[src/decimal_text_to_milli_parser_top_assert.svh]
// assertion macros shared by the queue and back-end modules
// expects clk and rst_n in the scope of each use
`ifndef DECIMAL_TEXT_TO_MILLI_PARSER_TOP_ASSERT_SVH
`define DECIMAL_TEXT_TO_MILLI_PARSER_TOP_ASSERT_SVH

// condition implies consequence in the same cycle
`define DTM_ASSERT_NOW(label, ante, cons, msg) \
  label: assert property (@(posedge clk) disable iff (!rst_n) (ante) |-> (cons)) \
    else $error(msg);

// condition implies consequence in the next cycle
`define DTM_ASSERT_NEXT(label, ante, cons, msg) \
  label: assert property (@(posedge clk) disable iff (!rst_n) (ante) |=> (cons)) \
    else $error(msg);

`endif

[src/dtm_pkg.sv]
// shared types, constants and helpers for the decimal text parser
// no dependencies
package dtm_pkg;

  localparam int MAX_CHARS_DEF        = 16;
  localparam int MAX_WHOLE_DIGITS_DEF = 6;

  localparam int WHOLE_W      = 20;
  localparam int FRAC_W       = 10;
  localparam int DCNT_W       = 3;
  localparam int MAG_W        = 30;
  localparam int VALUE_W      = 31;
  localparam int FRAC_DIGITS  = 3;
  localparam int MILLI_SCALE  = 1000;
  localparam int QUEUE_DEPTH  = 4;

  localparam logic [7:0] CH_MINUS = 8'h2D;
  localparam logic [7:0] CH_POINT = 8'h2E;
  localparam logic [7:0] CH_ZERO  = 8'h30;
  localparam logic [7:0] CH_NINE  = 8'h39;

  typedef enum logic [2:0] {
    TK_DIGIT,
    TK_POINT,
    TK_MINUS,
    TK_BAD,
    TK_OVER
  } tok_kind_t;

  typedef struct packed {
    tok_kind_t   kind;
    logic [3:0]  digit;
    logic        last;
  } token_t;

  // place value of the next fraction digit in thousandths
  function automatic logic [FRAC_W-1:0] frac_weight(input logic [DCNT_W-1:0] cnt);
    logic [FRAC_W-1:0] w;
    case (cnt)
      3'd0:    w = FRAC_W'(100);
      3'd1:    w = FRAC_W'(10);
      default: w = FRAC_W'(1);
    endcase
    return w;
  endfunction

endpackage

[src/dtm_front.sv]
// front end: counts characters of a string and classifies each one into a token
// depends on dtm_pkg
module dtm_front #(
  parameter int MAX_CHARS = dtm_pkg::MAX_CHARS_DEF
) (
  input  logic            clk,
  input  logic            rst_n,
  input  logic            in_tvalid,
  output logic            in_tready,
  input  logic [7:0]      in_tdata,   // [7:0] character
  input  logic            in_tlast,
  output logic            q_push,
  output dtm_pkg::token_t q_tok,
  input  logic            q_ready
);
  import dtm_pkg::*;

  localparam int CW = $clog2(MAX_CHARS + 1);

  logic [CW-1:0] cnt_r, cnt_nxt;
  logic          first;
  logic          over;

  assign in_tready = q_ready;
  assign q_push    = in_tvalid && q_ready;
  assign first     = (cnt_r == '0);
  assign over      = (cnt_r >= CW'(MAX_CHARS));

  always_comb begin
    q_tok.digit = in_tdata[3:0];
    q_tok.last  = in_tlast;
    if (over) begin
      q_tok.kind = TK_OVER;
    end else if (in_tdata == CH_MINUS && first) begin
      q_tok.kind = TK_MINUS;
    end else if (in_tdata == CH_POINT) begin
      q_tok.kind = TK_POINT;
    end else if (in_tdata inside {[CH_ZERO:CH_NINE]}) begin
      q_tok.kind = TK_DIGIT;
    end else begin
      q_tok.kind = TK_BAD;
    end
  end

  always_comb begin
    cnt_nxt = cnt_r;
    if (q_push) begin
      if (in_tlast) begin
        cnt_nxt = '0;
      end else if (!over) begin
        cnt_nxt = cnt_r + CW'(1);
      end
    end
  end

  always_ff @(posedge clk) begin
    if (!rst_n) begin
      cnt_r <= '0;
    end else begin
      cnt_r <= cnt_nxt;
    end
  end

endmodule

[src/dtm_queue.sv]
// short token queue between the front end and the back end
// depends on dtm_pkg
`include "decimal_text_to_milli_parser_top_assert.svh"
module dtm_queue (
  input  logic            clk,
  input  logic            rst_n,
  input  logic            push,
  input  dtm_pkg::token_t push_tok,
  output logic            ready,
  output logic            q_valid,
  output dtm_pkg::token_t q_tok,
  input  logic            pop
);
  import dtm_pkg::*;

  localparam int PW = $clog2(QUEUE_DEPTH);
  localparam int NW = $clog2(QUEUE_DEPTH + 1);

  token_t        mem_r [QUEUE_DEPTH];
  logic [PW-1:0] wr_ptr_r, rd_ptr_r;
  logic [NW-1:0] cnt_r, cnt_nxt;

  assign ready   = (cnt_r != NW'(QUEUE_DEPTH));
  assign q_valid = (cnt_r != '0);
  assign q_tok   = mem_r[rd_ptr_r];

  always_comb begin
    cnt_nxt = cnt_r;
    if (push && !pop) begin
      cnt_nxt = cnt_r + NW'(1);
    end else if (pop && !push) begin
      cnt_nxt = cnt_r - NW'(1);
    end
  end

  always_ff @(posedge clk) begin
    if (push) begin
      mem_r[wr_ptr_r] <= push_tok;
    end
  end

  always_ff @(posedge clk) begin
    if (!rst_n) begin
      wr_ptr_r <= '0;
      rd_ptr_r <= '0;
      cnt_r    <= '0;
    end else begin
      if (push) begin
        wr_ptr_r <= wr_ptr_r + PW'(1);
      end
      if (pop) begin
        rd_ptr_r <= rd_ptr_r + PW'(1);
      end
      cnt_r <= cnt_nxt;
    end
  end

  `DTM_ASSERT_NOW(a_pop_nonempty, pop, cnt_r != '0, "queue popped while empty")
  `DTM_ASSERT_NOW(a_cnt_bound, 1'b1, cnt_r <= NW'(QUEUE_DEPTH), "queue count beyond depth")
  `DTM_ASSERT_NOW(a_ptr_gap, cnt_r != NW'(QUEUE_DEPTH),
                  (wr_ptr_r - rd_ptr_r) == cnt_r[PW-1:0], "queue pointers disagree with count")

endmodule

[src/dtm_back.sv]
// back end: applies tokens to the parse state, snapshots a finished string,
// scales it by 1000 into the output register; depends on dtm_pkg
`include "decimal_text_to_milli_parser_top_assert.svh"
module dtm_back #(
  parameter int MAX_WHOLE_DIGITS = dtm_pkg::MAX_WHOLE_DIGITS_DEF
) (
  input  logic            clk,
  input  logic            rst_n,
  input  logic            q_valid,
  input  dtm_pkg::token_t q_tok,
  output logic            q_pop,
  output logic            out_tvalid,
  input  logic            out_tready,
  output logic [31:0]     out_tdata,  // [30:0] milli_value
  output logic            out_tuser   // [0] parse_ok
);
  import dtm_pkg::*;

  logic               neg_r, pt_r, err_r;
  logic [WHOLE_W-1:0] whole_r;
  logic [FRAC_W-1:0]  frac_r;
  logic [DCNT_W-1:0]  wcnt_r, fcnt_r;

  logic               neg_n, pt_n, err_n;
  logic [WHOLE_W-1:0] whole_n;
  logic [FRAC_W-1:0]  frac_n;
  logic [DCNT_W-1:0]  wcnt_n, fcnt_n;

  logic               snap_valid_r;
  logic               snap_ok_r, snap_neg_r;
  logic [WHOLE_W-1:0] snap_whole_r;
  logic [FRAC_W-1:0]  snap_frac_r;
  logic               snap_adv;

  logic               out_valid_r;
  logic [VALUE_W-1:0] out_val_r;
  logic               out_ok_r;

  logic [MAG_W-1:0]   mag;
  logic [VALUE_W-1:0] val_nxt;

  assign snap_adv = snap_valid_r && (!out_valid_r || out_tready);
  // only a last token needs room in the snapshot
  assign q_pop    = q_valid && (!q_tok.last || !snap_valid_r || snap_adv);

  always_comb begin
    neg_n   = neg_r;
    pt_n    = pt_r;
    err_n   = err_r;
    whole_n = whole_r;
    frac_n  = frac_r;
    wcnt_n  = wcnt_r;
    fcnt_n  = fcnt_r;
    if (q_tok.kind == TK_OVER) begin
      err_n = 1'b1;
    end else if (!err_r) begin
      case (q_tok.kind)
        TK_DIGIT: begin
          if (!pt_r) begin
            if (wcnt_r >= DCNT_W'(MAX_WHOLE_DIGITS)) begin
              err_n = 1'b1;
            end else begin
              wcnt_n  = wcnt_r + DCNT_W'(1);
              whole_n = WHOLE_W'((whole_r << 3) + (whole_r << 1) + WHOLE_W'(q_tok.digit));
            end
          end else begin
            if (fcnt_r >= DCNT_W'(FRAC_DIGITS)) begin
              err_n = 1'b1;
            end else begin
              fcnt_n = fcnt_r + DCNT_W'(1);
              frac_n = frac_r + FRAC_W'(FRAC_W'(q_tok.digit) * frac_weight(fcnt_r));
            end
          end
        end
        TK_POINT: begin
          if (pt_r) begin
            err_n = 1'b1;
          end else begin
            pt_n = 1'b1;
          end
        end
        TK_MINUS: neg_n = 1'b1;
        default:  err_n = 1'b1;
      endcase
    end
  end

  assign mag     = MAG_W'(snap_whole_r * MAG_W'(MILLI_SCALE)) + MAG_W'(snap_frac_r);
  assign val_nxt = !snap_ok_r ? '0 :
                   snap_neg_r ? VALUE_W'(-{1'b0, mag}) : VALUE_W'({1'b0, mag});

  always_ff @(posedge clk) begin
    if (!rst_n) begin
      neg_r        <= 1'b0;
      pt_r         <= 1'b0;
      err_r        <= 1'b0;
      whole_r      <= '0;
      frac_r       <= '0;
      wcnt_r       <= '0;
      fcnt_r       <= '0;
      snap_valid_r <= 1'b0;
      out_valid_r  <= 1'b0;
    end else begin
      if (q_pop) begin
        if (q_tok.last) begin
          neg_r   <= 1'b0;
          pt_r    <= 1'b0;
          err_r   <= 1'b0;
          whole_r <= '0;
          frac_r  <= '0;
          wcnt_r  <= '0;
          fcnt_r  <= '0;
        end else begin
          neg_r   <= neg_n;
          pt_r    <= pt_n;
          err_r   <= err_n;
          whole_r <= whole_n;
          frac_r  <= frac_n;
          wcnt_r  <= wcnt_n;
          fcnt_r  <= fcnt_n;
        end
      end
      if (q_pop && q_tok.last) begin
        snap_valid_r <= 1'b1;
      end else if (snap_adv) begin
        snap_valid_r <= 1'b0;
      end
      if (snap_adv) begin
        out_valid_r <= 1'b1;
      end else if (out_tready) begin
        out_valid_r <= 1'b0;
      end
    end
  end

  // payload registers
  always_ff @(posedge clk) begin
    if (q_pop && q_tok.last) begin
      snap_ok_r    <= !err_n && (wcnt_n != '0) && !(pt_n && (fcnt_n == '0));
      snap_neg_r   <= neg_n;
      snap_whole_r <= whole_n;
      snap_frac_r  <= frac_n;
    end
    if (snap_adv) begin
      out_val_r <= val_nxt;
      out_ok_r  <= snap_ok_r;
    end
  end

  assign out_tvalid = out_valid_r;
  assign out_tdata  = {1'b0, out_val_r};
  assign out_tuser  = out_ok_r;

  `DTM_ASSERT_NOW(a_bad_is_zero, out_valid_r && !out_ok_r, out_val_r == '0,
                  "failed parse with nonzero value")
  `DTM_ASSERT_NEXT(a_snap_hold, snap_valid_r && !snap_adv,
                   snap_valid_r && $stable(snap_whole_r) && $stable(snap_ok_r),
                   "stalled snapshot changed")
  `DTM_ASSERT_NEXT(a_clear_after_last, q_pop && q_tok.last,
                   wcnt_r == '0 && !err_r && !pt_r && !neg_r,
                   "parse state not cleared after string end")

endmodule

[src/decimal_text_to_milli_parser_top.sv]
// channel  dir  tdata              tuser     tlast
// in_      in   [7:0] character    -         last_char
// out_     out  [30:0] milli_value [0] ok    -
//
// one character is taken per cycle while in_tready is high; the front classifies
// and counts, a four-entry token queue feeds the back end, which updates the parse
// state once per cycle while it pops tokens; after its last character a result
// passes the queue, the snapshot register and the scale-by-1000 output register
// reset clears counts, parse state and valid flags; no clearing pass is needed
// an output stall fills the snapshot, then the queue, then drops in_tready
// depends on dtm_pkg, dtm_front, dtm_queue, dtm_back
module decimal_text_to_milli_parser_top #(
  parameter int MAX_CHARS        = dtm_pkg::MAX_CHARS_DEF,
  parameter int MAX_WHOLE_DIGITS = dtm_pkg::MAX_WHOLE_DIGITS_DEF
) (
  input  logic        clk,
  input  logic        rst_n,
  input  logic        in_tvalid,
  output logic        in_tready,
  input  logic [7:0]  in_tdata,   // [7:0] character
  input  logic        in_tlast,
  output logic        out_tvalid,
  input  logic        out_tready,
  output logic [31:0] out_tdata,  // [30:0] milli_value, [31] zero
  output logic        out_tuser   // [0] parse_ok
);
  import dtm_pkg::*;

  logic   push, q_ready, q_valid, q_pop;
  token_t push_tok, head_tok;

  dtm_front #(.MAX_CHARS(MAX_CHARS)) u_front (
    .clk      (clk),
    .rst_n    (rst_n),
    .in_tvalid(in_tvalid),
    .in_tready(in_tready),
    .in_tdata (in_tdata),
    .in_tlast (in_tlast),
    .q_push   (push),
    .q_tok    (push_tok),
    .q_ready  (q_ready)
  );

  dtm_queue u_queue (
    .clk     (clk),
    .rst_n   (rst_n),
    .push    (push),
    .push_tok(push_tok),
    .ready   (q_ready),
    .q_valid (q_valid),
    .q_tok   (head_tok),
    .pop     (q_pop)
  );

  dtm_back #(.MAX_WHOLE_DIGITS(MAX_WHOLE_DIGITS)) u_back (
    .clk       (clk),
    .rst_n     (rst_n),
    .q_valid   (q_valid),
    .q_tok     (head_tok),
    .q_pop     (q_pop),
    .out_tvalid(out_tvalid),
    .out_tready(out_tready),
    .out_tdata (out_tdata),
    .out_tuser (out_tuser)
  );

endmodule

[config.mk]
export PLATFORM = sky130hd
export DESIGN_NAME = decimal_text_to_milli_parser_top
export DESIGN_NICKNAME = d
export VERILOG_FILES = /design/src/dtm_pkg.sv /design/src/dtm_front.sv /design/src/dtm_queue.sv /design/src/dtm_back.sv /design/src/decimal_text_to_milli_parser_top.sv
export VERILOG_INCLUDE_DIRS = /design/src /design/src/src
export SDC_FILE = /design/constraint.sdc
export NUM_CORES = 1
export LEC_CHECK = 0
export BUFFER_PORTS_ARGS = -buffer_cell sky130_fd_sc_hd__buf_2
export CAP_MARGIN = 20
export CORE_ASPECT_RATIO = 1.5
export CORE_UTILIZATION = 25
export DETAILED_ROUTE_END_ITERATION = 6
export GPL_TIMING_DRIVEN = 0
export SLEW_MARGIN = 40
export SYNTH_ARGS = -nofsm -noshare
export SYNTH_HDL_FRONTEND = slang
export SYNTH_SLANG_ARGS = --single-unit
export TNS_END_PERCENT = 100
[constraint.sdc]
create_clock -name clk -period 7.9 [get_ports clk]
set_clock_uncertainty 0.2 [all_clocks]
set_input_delay 0.395 -clock clk [delete_from_list [all_inputs] [get_ports clk]]
set_output_delay 0.395 -clock clk [all_outputs]
set_load 0.03 [all_outputs]
# Yosys cells after proc, flatten, opt, wreduce, memory -nomap -nowiden
# Memories as Yosys holds them, arrays and structs flattened. A register that Yosys moved wholly into a read port is not among the register bits.
# Index checks and enable logic that the tools add are counted.
dict set report classes {
  addsub 12
  mul 2
  div 0
  magnitude_cmp 5
  eq_ne 8
  n_shift 0
  n_mux 63
  bitwise_logic 0
  reduce_logical 32
}
# cell count
set op_table {}
lappend op_table {{2-to-1 mux 20 bit} 6}
lappend op_table {{2-to-1 mux 10 bit} 11}
lappend op_table {{2-to-1 mux 3 bit} 17}
lappend op_table {{negation 30 -> 31 bit} 1}
lappend op_table {{adder 30 x 10 -> 30 bit} 1}
lappend op_table {{2-to-1 mux 30 bit} 1}
lappend op_table {{multiplier 20 x 7 -> 27 bit, second input constant} 1}
lappend op_table {{2-to-1 mux 1 bit} 21}
lappend op_table {{adder 20 bit} 1}
lappend op_table {{adder 20 x 4 -> 20 bit} 1}
lappend op_table {{== test 8 x 6 -> 1 bit, second input constant} 2}
lappend op_table {{one-hot mux 7 bit (2 select lines)} 1}
lappend op_table {{logical AND 1 bit} 11}
lappend op_table {{adder 10 bit} 1}
lappend op_table {{multiplier 4 x 10 -> 10 bit} 1}
lappend op_table {{2-to-1 mux 5 bit} 2}
lappend op_table {{adder 3 x 1 -> 3 bit, second input constant} 3}
lappend op_table {{zero test 3 bit} 3}
lappend op_table {{greater-or-equal comparator 8 x 6 -> 1 bit, second input constant} 1}
lappend op_table {{<= comparator 8 x 6 -> 1 bit, second input constant} 1}
lappend op_table {{zero test 1 bit} 7}
lappend op_table {{== test 3 x 1 -> 1 bit, second input constant} 2}
lappend op_table {{2-to-1 mux 2 bit} 3}
lappend op_table {{nonzero test 2 bit} 3}
lappend op_table {{other kinds (15)} 20}
dict set report totals {
  reg_bits 117
  latch_bits 0
  mem_bits_rw 32
  romBits 0
  wordCells 143
  mem_count 1
}
# memory words word_bits read_ports rd_ports_with_merged_regs wr line_no
set mem_list {}
lappend mem_list {u_queue.mem_r 4 8 1 1 1 dtm_queue.sv:19} ;# token_t mem_r [QUEUE_DEPTH];

# Logic depth before layout (Yosys ltp)
# Gate-level depths: netlist of the first run.
dict set report logic_depth {
  word_depth 15
  mapped_depth 22
  ltp_nobuf 22
}

# Hierarchy
# A second synthesis of the first run with hierarchy kept.
dict set report hier_totals {
  cells_unflattened 1390
  hier_area_um2 13705.6
}
# mod instances cells_per_inst area_each_um2
set modules_own_cells {}
lappend modules_own_cells {dtm_back 1 1255 11713.7}
lappend modules_own_cells {dtm_queue 1 86 1604.0}
lappend modules_own_cells {dtm_front 1 49 387.9}

# Worst setup path before layout of the first run
# No wires, ideal clock.
dict set report synth_timing {
  kind {reg-to-reg}
  from {register u_back.snap_whole_r[3]}
  to {register u_back.out_val_r[18], data pin}
  setup_ps 255
  arrival_time_ps 5676
  setup_slack_ps 1769
  stages_incl_launch_ff 21
  period_less_slack_ps 6131
  path_cell_list {edfxtp_1 -> inv_1 -> fa_1 -> fa_1 -> fa_1 -> fa_1 -> inv_1 -> ha_1 -> buf_4 -> a21o_1 -> or3_1 -> o21ba_2 -> xor2_2 -> and3_1 -> nor2_1 -> or4_4 -> a21oi_4 -> mux2_2 -> a21oi_1 -> xnor2_1 -> and2_1}
}
dict set report synth_between {
  elab_chain_cells 4
}
# element line_no
set synth_rtl {}
lappend synth_rtl {{from (decl)} dtm_back.sv:31} ;# logic [WHOLE_W-1:0] snap_whole_r;
lappend synth_rtl {{from (signal assigned)} dtm_back.sv:141} ;# snap_whole_r <= whole_n;
lappend synth_rtl {{multiplier 20 x 7 -> 27 bit *} dtm_back.sv:88} ;# assign mag = MAG_W'(snap_whole_r * MAG_W'(MILLI_SCALE)) + MAG_W'(snap_frac_r);
lappend synth_rtl {{adder 30 x 10 -> 30 bit *} dtm_back.sv:88}
lappend synth_rtl {{negation 30 -> 31 bit} dtm_back.sv:90} ;# snap_neg_r ? VALUE_W'(-{1'b0, mag}) : VALUE_W'({1'b0, mag});
lappend synth_rtl {{2-to-1 mux 30 bit *} dtm_back.sv:90}
lappend synth_rtl {{to (signal assigned)} dtm_back.sv:145} ;# out_val_r <= val_nxt;
lappend synth_rtl {{to (decl)} dtm_back.sv:36} ;# logic [VALUE_W-1:0] out_val_r;
# Mark *: on every way between the ends. The rest lies on a longest branch, timed or not.
# A chain may end at the register's enable or synchronous reset.

# Worst setup path after layout of the first run
dict set report layout_timing {
  from {register u_back.snap_whole_r[1]}
  to {register u_back.out_val_r[27], data pin}
}
# The elaborated chain is that of the path after synthesis.

==> results by group, run 1 <==
Placement
  – Hpwl dp: 23220 µm
  – GP Congestion: 0.8040
  – PortBufs: 45
  – Pre-CTS WS: 1.122 ns
  – Placed insts: 2073

Yosys
  – Synthesis warning total: 0
  – Mux contribution to synthesized area: under 10%
  – Combinational family with the most area after synthesis: adder cells
  – Synth Area in Compound Gates: 14.74%
  – Post-Syn Instances: 1345
  – Post-synth EDFFs: 96
  – Simple-gate share of the synthesized area: 15.62%
  – Sequential share of the synthesized area: 29.95%
  – FF+latch count, synth: 151
  – Ys flop type: edfxtp_1
  – Synth unique cells: 92
  – Avg Inst Size Synth: 9.889 µm²
  – Mapped cell area: around 0.013 mm²
  – Post-synthesis adder-cell area fraction: 25.70%
  – Mapped Nets: 1579
  – Synth Area in XOR/XNOR: 6.011%
  – Async SR Flop Fraction: 0%

Timing
  – RSZ-0062 raised after global routing: false
  – Final worst path period need: 6.800 ns
  – Setup TNS: 0 ns
  – Worst rel slew slack: 52.56%
  – Setup WS post-layout: 1.100 ns
  – Final Cycle Share: 86.07%
  – Worst Hold Slack: 0.02151 ns
  – Final setup viols: 0
  – Fin. Hold Viols: 0
  – Worst slew pin tran: 0.7117 ns
  – Fmax: ~150 MHz
  – Max-slew violations: 0

Worst setup path
  – Reg2reg start: u_back.snap_whole_r[1]
  – Crit start category: register
  – FF-to-FF path depth: 21
  – CP required: 7.89 ns
  – Maximum fanout along the worst path: 6
  – CP Capture Type: register
  – Critical path's slowest cell: nor4_2
  – Most used cell, CP: fa_1
  – Largest stage delay on the critical path: 0.62 ns
  – Worst-path cell chain: fa_1, fa_1, inv_1, fa_1, fa_1, inv_1, ha_1, xnor2_1, ha_1, o21ai_0, nand2b_1, nand2_1, nor3_2, nand2_1, nor4_2, nand4_1, nor2_2, xor2_2, o41ai_2, xnor2_1, and2_1
  – CP Data Arrival Time: 6.79 ns
  – R2R Path End: u_back.out_val_r[27]
  – Reg2reg setup slack: 1.10 ns
  – WS Path Type: register to register

Final layout
  – Layout cells sized above 1: ~10%
  – Layout fillers: 5546
  – Nets: ~1600
  – Most frequent cells in the layout: inv_1 (160), ha_1 (134), nand2_1 (100)
  – Commonest non-fill, non-tap cell in the layout: inv_1
  – P&R area growth vs syn: 12.95%
  – ANT cells: 0
  – Non-Filler Instances: 2107

Min path
  – Hold_sp: in_tdata[2]
  – Hold endpoint: u_queue.mem_r[2][3]
  – Hold Path Cell Cnt: 1
  – Worst min path class: input port to register

Detailed routing
  – Antenna-violating nets left: 0
  – DR pass1 iterations: 5
  – Initial DRC Count: about 400
  – Final WL: 28360 µm
  – Residual DRC count: 0
  – WL/cell: roughly 13 µm
  – Vias: around 9600
  – Via density: 4.550

Clocking
  – Post-CTS Resized: 0
  – CTS Hold Bufs: 2
  – Post-CTS Setup Bufs: 0
  – Total CTS buffers: 17
  – Clock Sinks: 151
  – Clock Pin Slew Worst Setup and Hold Paths: 0.07 ns
  – H-tree depth: 4
  – Max Root-Sink Buffers: 2
  – Clock Latency Late Sink: 0.43 ns
  – CTS tree: done
  – Root Driver: clkbuf_16

Floorplanning
  – Core ar.: 0.05258 mm²
  – # IOs: 48
  – Die width: 190.3 µm
  – Rows: 103
  – Die Area: 0.05415 mm²
  – Initial core utilization: 25.30%
  – Die Span Y: 284.5 µm

GRT
  – Antenna violations before repair: 0
  – First-pass GRT wire length: 47330 µm
  – Largest net degree at the start of global routing: 33
  – Grt total ovfl: 0
  – Vias in the first global route: between 9000 and 10000
  – GRT Resource Usage Total: ~11%

Status
  – Status: complete, no violations

Flow run
  – Max cap viols: 0
[worst max-delay path: cells and delay by family (launching register included)]
kind | cells | cell delay, ns
DFF | 1 | 0.52
and+or+nand+nor | 8 | 2.13
AOI/OAI and AO/OA | 2 | 0.47
buffers and inverters | 2 | 0.09
xor gates and xnor gates | 3 | 0.41
adders and majority gates | 6 | 2.73
[cells in the mapped netlist (10+ instances only)]
| cell | count | area [µm²] |
|---|---|---|
| xor2_1 | 24 | 210.2 |
| clkbuf_1 | 31 | 116.4 |
| o21ai_0 | 51 | 255.2 |
| and2_1 | 38 | 237.7 |
| and3_1 | 17 | 106.4 |
| a31oi_1 | 10 | 62.56 |
| o21a_1 | 12 | 90.09 |
| dfxtp_1 | 55 | 1101 |
| a21o_1 | 17 | 127.6 |
| ha_1 | 134 | 1677 |
| nand2b_1 | 17 | 106.4 |
| o31ai_1 | 13 | 97.59 |
| a21oi_1 | 53 | 265.3 |
| or3_1 | 10 | 62.56 |
| fa_1 | 87 | 1742 |
| nor2_1 | 63 | 236.5 |
| xnor2_1 | 58 | 508.0 |
| inv_1 | 161 | 604.3 |
| nand4_1 | 11 | 68.82 |
| o211ai_1 | 13 | 97.59 |
| nand2_1 | 100 | 375.4 |
| nand3_1 | 22 | 110.1 |
| nor3_1 | 23 | 115.1 |
| nor2b_1 | 44 | 275.3 |
| edfxtp_1 | 96 | 2883 |
| a22oi_1 | 27 | 202.7 |
[worst max-delay path by stage]
stage	start	to	slack, ns
6_report	u_back.snap_whole_r[1]	u_back.out_val_r[27]	1.10
3_5_place_dp	u_back.snap_whole_r[1]	u_back.out_val_r[27]	1.12
4_1_cts	u_back.snap_whole_r[1]	u_back.out_val_r[27]	1.08
2_1_floorplan	u_back.snap_whole_r[3]	u_back.out_val_r[18]	1.77
3_3_place_gp	u_back.snap_whole_r[1]	u_back.out_val_r[27]	1.17
5_1_grt	u_back.snap_whole_r[1]	u_back.out_val_r[29]	0.61
[flip-flops by register name (all words and copies together) (netlist names), 2 cells and up, named ones only]
name                 count
u_back.fcnt_r            3
u_back.frac_r           10
u_back.out_val_r        31
u_back.snap_frac_r      10
u_back.snap_whole_r     20
u_back.wcnt_r            3
u_back.whole_r          20
u_front.cnt_r            5
u_queue.cnt_r            3
u_queue.mem_r           32
u_queue.rd_ptr_r         2
u_queue.wr_ptr_r         2
[metrics by stage]
step | instance area, µm² | utilization (%)
6_report | 15020 | 28.57
5_1_grt | 15020 | 28.57
4_1_cts | 15020 | 28.56
3_5_place_dp | 14410 | 27.41
3_3_place_gp | 14380 | 27.35
2_1_floorplan | 13300 | -
[area by class of cell]
type / count / area, µm² / area share (%)
multi-input cells: 994 / 8569 / 57.04
flip-flops and latches: 151 / 3984 / 26.52
well taps: 682 / 853.3 / 5.680
inverters: 163 / 611.8 / 4.073
clock buffers: 17 / 425.4 / 2.832
repair buffers: 48 / 272.8 / 1.816
clock inverters: 15 / 156.4 / 1.041
plain buffers: 37 / 150.1 / 0.9994
[logic make-up after synthesis]
kind of cell	Yosys count
AOI/OAI and AO/OA	278
xor gates and xnor gates	87
adders and majority gates	221
buffers and inverters	200
DFF	151
muxes	19
other	1
and+or+nand+nor	388
[layer usage]
metal	wire (µm)	vias up	track usage, %
li1	-	4838	-
met1	11760	4580	11.91
met2	15180	130	20.45
met3	698	39	1.395
met4	721	0	4.120
met5	0	-	0
Power of run 1 is left out: the tool's default activity adds up to more than one toggle a clock period on the data nets, which glitch-free logic cannot reach.
==> inputs of run 2 (changes only) <==
CORE_MARGIN = 2   (was unset)
CORE_UTILIZATION = 29   (was 25)
==> results by group, run 2 (same netlist as run 1, synthesis figures left out) <==
Timing
  – Setup TNS: 0 ns
  – Fmax: approximately 150 MHz
  – Final setup viols: 0
  – RSZ-0062 raised after global routing: false
  – Max-slew violations: 0
  – Worst slew pin tran: 0.6891 ns
  – Final Cycle Share: 85.91%
  – Fin. Hold Viols: 0
  – Worst rel slew slack: 53.33%
  – Final worst path period need: 6.787 ns

Min path
  – Hold endpoint: u_queue.mem_r[2][2]
  – Hold Path Cell Cnt: 1
  – Hold_sp: in_tdata[1]
  – Worst min path class: input port to register

Detailed routing
  – DR pass1 iterations: 5
  – Final WL: 28230 µm
  – DR top layer: met4
  – WL/cell: 14.02 µm
  – WL met3: about 700 µm
  – Via density: 4.781
  – Met2 wire len: 15220 µm
  – Vias: 9628
  – Residual DRC count: 0
  – Initial DRC Count: 362
  – Antenna-violating nets left: 0
  – Post-Route M1 WL: 11660 µm

Worst setup path
  – CP Buf/Inv Count: 2
  – R2R Path End: u_back.out_val_r[27]
  – Critical path's slowest cell: nor4_2
  – Maximum fanout along the worst path: 6
  – CP Capture Type: register
  – FF-to-FF path depth: 21
  – Reg2reg setup slack: about 1.1 ns
  – Reg2reg start: u_back.snap_whole_r[1]
  – Most used cell, CP: fa_1
  – Worst-path cell chain: fa_1, fa_1, inv_1, fa_1, fa_1, inv_1, ha_1, xnor2_1, ha_1, o21ai_0, nand2b_1, nand2_1, nor3_2, nand2_1, nor4_2, nand4_1, nor2_2, xor2_2, o41ai_2, xnor2_1, and2_1
  – Crit start category: register
  – Cell family with the largest share of critical-path delay: adder cells
  – CP required: 7.90 ns
  – WS Path Type: register to register
  – CP Data Arrival Time: 6.78 ns
  – Largest stage delay on the critical path: ~0.6 ns

Clocking
  – Max Root-Sink Buffers: 2
  – Root Driver: clkbuf_16
  – Clock Latency Late Sink: ~0.44 ns
  – H-tree depth: 4
  – Clock Sinks: around 150
  – Clock Pin Slew Worst Setup and Hold Paths: 0.07 ns
  – Total CTS buffers: 17
  – CTS tree: done

GRT
  – Largest net degree at the start of global routing: 33
  – Antenna violations before repair: 0
  – GRT Resource Usage Total: 12.19%
  – Vias in the first global route: 9717
  – Grt total ovfl: 0
  – First-pass GRT wire length: between 40000 and 50000 µm

Floorplanning
  – Die Area: 0.04763 mm²
  – Core ar.: 0.04552 mm²
  – Rows: 96
  – Die width: 178.9 µm
  – Initial core utilization: 29.22%
  – # IOs: 48
  – Die Span Y: 266.3 µm

Placement
  – Hpwl dp: 22990 µm
  – GP Congestion: 0.8448
  – PortBufs: 45

Final layout
  – Commonest non-fill, non-tap cell in the layout: inv_1
  – Layout fillers: approximately 4600
  – Biggest regs: u_queue.mem_r: 32 flops, u_back.out_val_r: 31 flops
  – Top reg by flops: u_queue.mem_r
  – Nets: 1647
  – Most frequent cells in the layout: inv_1 (160), ha_1 (134), nand2_1 (100)
  – Layout cells sized above 1: 10.03%
  – Max reg flops: 32
  – ANT cells: 0
  – P&R area growth vs syn: 12.30%

Flow run
  – Max cap viols: 0

Status
  – Status: complete, no violations
-- run 2: worst max path at each step --
stage	startpoint	end	slack, ns	cells past startpoint
after floorplan	u_back.snap_whole_r[3]	u_back.out_val_r[18]	1.77	20
after global placement	u_back.snap_whole_r[1]	u_back.out_val_r[27]	1.17	21
after detailed placement	u_back.snap_whole_r[6]	u_back.out_val_r[29]	1.10	20
after CTS	u_back.snap_whole_r[6]	u_back.out_val_r[29]	1.08	20
after global routing	u_back.snap_whole_r[1]	u_back.out_val_r[29]	0.64	21
final	u_back.snap_whole_r[1]	u_back.out_val_r[27]	1.11	21
-- run 2: per-stage QoR --
step | utilization (%) | area (µm²) | cells | hold WS, ns | setup WS, ns
2_1_floorplan | - | 13300 | 1345 | 0.2356 | 1.769
3_3_place_gp | 31.33 | 14260 | 1978 | 0.2478 | 1.174
3_5_place_dp | 31.40 | 14300 | 1979 | 0.2572 | 1.104
4_1_cts | 32.79 | 14930 | 2014 | 0.02443 | 1.079
5_1_grt | 32.81 | 14940 | 2014 | 0.03784 | 0.6379
6_report | 32.81 | 14940 | 2014 | 0.04720 | 1.113
-- run 2: repair_timing --
action | in CTS | in global routing
hold endpoints to repair | 10 | 0
hold buffers | 3 | 0
gates resized for setup | 0 | 0
setup buffers | 0 | 0
-- run 2: final cells by class --
cell class	instances	area, µm²	area share, %
Multi-Input combinational cell	994	8569	57.37
Clock inverter	15	177.7	1.189
Buffer	37	150.1	1.005
Inverter	163	611.8	4.096
Timing Repair Buffer	49	282.8	1.893
Sequential cell	151	3984	26.67
Clock buffer	17	425.4	2.848
Tap cell	588	735.7	4.925
-- run 2: per-layer routing --
layer  GRT usage, %  vias up
met1          13.45     4620
met3          1.612       30
met5              0        -
li1               -     4852
met4          4.636        0
met2          23.20      126
-- run 2: worst register-to-register path, delay by kind of cell (launching register included) --
family,cells,cell delay [ns]
DFF,1,0.52
adders and majority gates,6,2.71
and+or+nand+nor,8,2.11
AOI/OAI and AO/OA,2,0.47
buffers and inverters,2,0.09
xor gates and xnor gates,3,0.42
Power of run 2 is left out for the same reason.
